<file path="src/hdl/bhpq_ram.sv">
`default_nettype none

module bhpq_ram #(
  parameter int unsigned WIDTH = 64,
  parameter int unsigned DEPTH = 64,
  localparam int unsigned AW   = (DEPTH > 1) ? $clog2(DEPTH) : 1
) (
  input  wire logic             clk_i,
  input  wire logic             we_i,
  input  wire logic [AW-1:0]    waddr_i,
  input  wire logic [WIDTH-1:0] wdata_i,
  input  wire logic [AW-1:0]    raddr_i,
  output logic      [WIDTH-1:0] rdata_o
);

  logic [WIDTH-1:0] mem [DEPTH];
  logic [WIDTH-1:0] rdata_q;

  always_ff @(posedge clk_i) begin
    if (we_i) begin
      mem[waddr_i] <= wdata_i;
    end
    rdata_q <= mem[raddr_i];
  end

  assign rdata_o = rdata_q;

endmodule

`default_nettype wire

</file>
<file path="config.mk">
export PLATFORM = sky130hd
export DESIGN_NAME = bhpq_ram
export DESIGN_NICKNAME = d
export VERILOG_FILES = /design/src/hdl/bhpq_ram.sv
export SDC_FILE = /design/constraint.sdc
export NUM_CORES = 2
export LEC_CHECK = 0
export BUFFER_PORTS_ARGS = -buffer_cell sky130_fd_sc_hd__buf_4
export CAP_MARGIN = 10
export CORE_MARGIN = 5
export CORE_UTILIZATION = 35
export DETAILED_ROUTE_END_ITERATION = 8
export PLACE_DENSITY = 0.48
export SLEW_MARGIN = 0
export SYNTH_ARGS = -nofsm -noshare
export SYNTH_HDL_FRONTEND = slang
export SYNTH_SLANG_ARGS = --single-unit
</file>
<file path="constraint.sdc">
create_clock -name clk_i -period 8.36 [get_ports clk_i]
set_input_delay 1.254 -clock clk_i [delete_from_list [all_inputs] [get_ports clk_i]]
set_output_delay 1.254 -clock clk_i [all_outputs]
set_load 0.01 [all_outputs]
</file>
[After elaboration in Yosys (flattened, before gate mapping)]
Memories as Yosys holds them, arrays and structs flattened. A register that Yosys moved wholly into a read port is not among the register bits.
Cells that the tools add are included.
W data, S select, Z words.
Storage, ports and cells
  register bits after elaboration: 0
  bits in writable memories: 4096
  input bits: 78
  output and inout bits: 64
  word-level logic and storage cells: 3
  memories kept: 1
Memories
  mem: words 64, bits a word 64, read ports 1, clocked after memory_dff 1, write ports 1, line 16  | logic [WIDTH-1:0] mem [DEPTH];
Cells by class
  mux-type cells: 2
Operators by type and width (count)
  $mux W1: 2

[Depth between registers and ports, before layout]
  word-level depth: 2
  mapped depth: 9
  gate-level depth less buffers: 5

[Least setup slack after synthesis]
OpenSTA, ideal clock, no wires.
  kind: input port to flip-flop
  start: input port waddr_i[3]
  end: memory mem[48][0] (enable)
  setup time: 0.564 ns
  arrival time: 6.126 ns
  required time: 7.796 ns
  slack: 1.670 ns
  cell stages on the path: 4
  buffers on the path: 1
  cells stage by stage: clkbuf_1 > nor2b_1 > nand4b_1 > nor3_1
RTL lines
  start, declared: line 10  | input wire logic [AW-1:0] waddr_i,
  end, declared: line 16
Straight into the memory's write port.

==> impl_metrics.yaml <==
outcome:
  outcome: "complete, no violations"
power_and_ir_drop:
  peakVddDrop_mv: 0.176
  powerDensity_mw_per_mm2: 247
  p_total_mw: 44.5
  p_leak_nw: 55.5
worst_setup_path:
  cp_max_fo: 54
  rrSetupSlack_ns: 6.20
  cp-start-kind: "input port"
  end_kind: "flip-flop"
  worstPathRequired_ns: 9.26
  worstSetupPathType: "in2reg"
  worst_ep_arrival_time_ns: 4.86
drt:
  wl_per_cell_um: 36.3
  drcViolationCount: 0
  drtPass1Iterations: 5
  via_per_inst: 5.63
  wl_mm: 484
  ant_nets: 0
  drtIter0Drc: 8024
  vias: 75200
synth:
  async_flop_share_pct: 0
  synth_area_mm2: 0.156
  avgSynthCellArea_um2: 23.7
  synth_fa_ha_area_share_pct: 0
  synthMuxAreaShare_pct: 15.6
  synth_compound_area_share_pct: 2.48
  yosysMostFrequentCell: "edfxtp_1"
  synth_top_area_cell: "edfxtp_1"
  yosysSeqAreaShare_pct: 79.5
  ys_ff_latch: 4160
  synth-simple-area-share_pct: 1.24
  synth-xor-area-share_pct: 0
  synth_cell_types: 33
  synth_edf_count: 4096
  synth_top_area_share_pct: 78.7
  synth_top_family_by_area: "multiplexers"
  synthTopCellsByCount: "edfxtp_1, mux4_2, buf_2, a22oi_1, clkbuf_1"
  synth.net_count: 6676
  synthFlopType: "edfxtp_1"
  synth_warnings: 0
  synthTopCellsByArea: "edfxtp_1, mux4_2, mux2i_1"
  synthCells: 6598
sta:
  timing.final.crit_share_pct: 47.4
  finalSetupTns_ns: 0
  slew_violations: 0
  clock_skew_ns: 0.0580
  fmax_ghz: 0.253
  final.setup.worst_slack_ns: 4.40
  hold_viol_final: 0
  grt_setup_unrepaired: "false"
  fin_hold_ws_ns: 0.796
  min_period_ns: 3.96
  relSlewSlack_pct: 15.8
  setup_viol: 0
  worst_pin_slew_ns: 1.26
placement:
  placed_area_mm2: 0.166
  place_congestion: 0.745
  place_ws_ns: 3.28
  dp_cells: 12500
  port_buffers: 141
  place_hpwl_mm: 250
cts:
  cts_resized: 0
  ctsHtreeMaxLevel: 5
  cts_tree: "yes"
  cts_buffer_depth: 4
  cts_hold_buf: 0
  post_cts_buffers: 0
  cts_made_buffers: 441
  cts.sinks: 4160
  cts_root_buf: "clkbuf_16"
  clk_pin_slew_ns: 0.06
  clk_latency_ns: 0.99
layout:
  final_design_area_no_fill_mm2: 0.180
  syn_to_final_growth_pct: 15.1
  fin_nets: 7107
  register_area_mm2: 0.124
  multi_input_area_mm2: 0.0308
  utilization_pct: 40.4
  final_cell_count_no_fill: 13400
  drive_gt1_share_pct: 28.6
  num-fill-cells: 39100
hold_path:
  hold_class: "in2reg"
flow_run:
  drv_cap: 0
die:
  die_h_um: 678
  die_w_um: 678
  rows: 245
  core_area_mm2: 0.445
  die-area_mm2: 0.460
  ios: 142
  start_util_pct: 35.1
global_routing:
  gr-usage-all-layers_pct: 20.7
  grt_antenna_before_repair: 31
  grt_pass1_wl_mm: 662
  grt_max_degree: 115
  grt_overflow: 0
  grt_pass1_vias: 77500
==> worst paths after layout <==
path                from          end  cells past startpoint
max reg2reg   mem[55][9]   rdata_o[9]                      6
min          wdata_i[60]   mem[6][60]                      1
max           raddr_i[2]   rdata_o[5]                      8
min reg2reg  mem[44][30]  rdata_o[30]                      4
==> area by class of cell <==
type | count | share of cell area (%)
diodes | 10 | 0.0139
clock buffers | 613 | 6.75
clock inverters | 213 | 1.16
inverters | 19 | 0.0396
multi-input cells | 2049 | 17.1
flip-flops and latches | 4160 | 69.0
well taps | 5928 | 4.12
repair buffers | 358 | 1.78
==> layer usage <==
layer  GRT usage, %  part of all wire (%)  vias up
met5              0                 0.016        -
met4           5.02                   2.6       12
met3           3.10                   5.9      602
met2           34.5                    50     2579
met1           28.6                    42    42600
li1               -                     -    29400
==> registers in the layout (all words and copies together) (netlist names) <==
signal   flops
mem       4096
rdata_o     64
==> cells in the final DEF, fill, tap and decap left out, types with 54 or more instances in the layout <==
master	instances
a211oi_1	62
clkbuf_1	129
dfxtp_1	64
a22o_1	88
nor2_4	65
clkbuf_16	445
o22ai_1	83
clkinv_1	68
clkinv_2	83
mux4_2	1024
edfxtp_1	4096
nand2_1	54
and3_1	64
buf_4	317
mux2i_1	135
a22oi_1	168
==> worst max-delay path: stages <==
cell and delay [ns]:
buf_8 0.44, nor2b_4 0.28, buf_4 0.68, buf_4 0.69, a22oi_1 0.14, and3_1 0.22, a211oi_1 0.68, buf_4 0.26
==> cell families (layout without fill, tap and decap cells) <==
group | Yosys count | count (layout)
buffers and inverters | 389 | 1203
flip-flops | 4160 | 4160
other | 0 | 10
AO/OA/AOI/OAI | 504 | 504
AND/OR/NAND/NOR | 386 | 386
multiplexers | 1159 | 1159
==> where the power goes <==
part / total (mW) / internal, mW / switching, mW
Sequential: 23.2 / 23.1 / 0.115
Clock: 19.3 / 11.2 / 8.11
Combinational: 2.04 / 0.751 / 1.29
Total: 44.5 / 35.0 / 9.51
No activity file was read; power rests on OpenSTA's default activity.
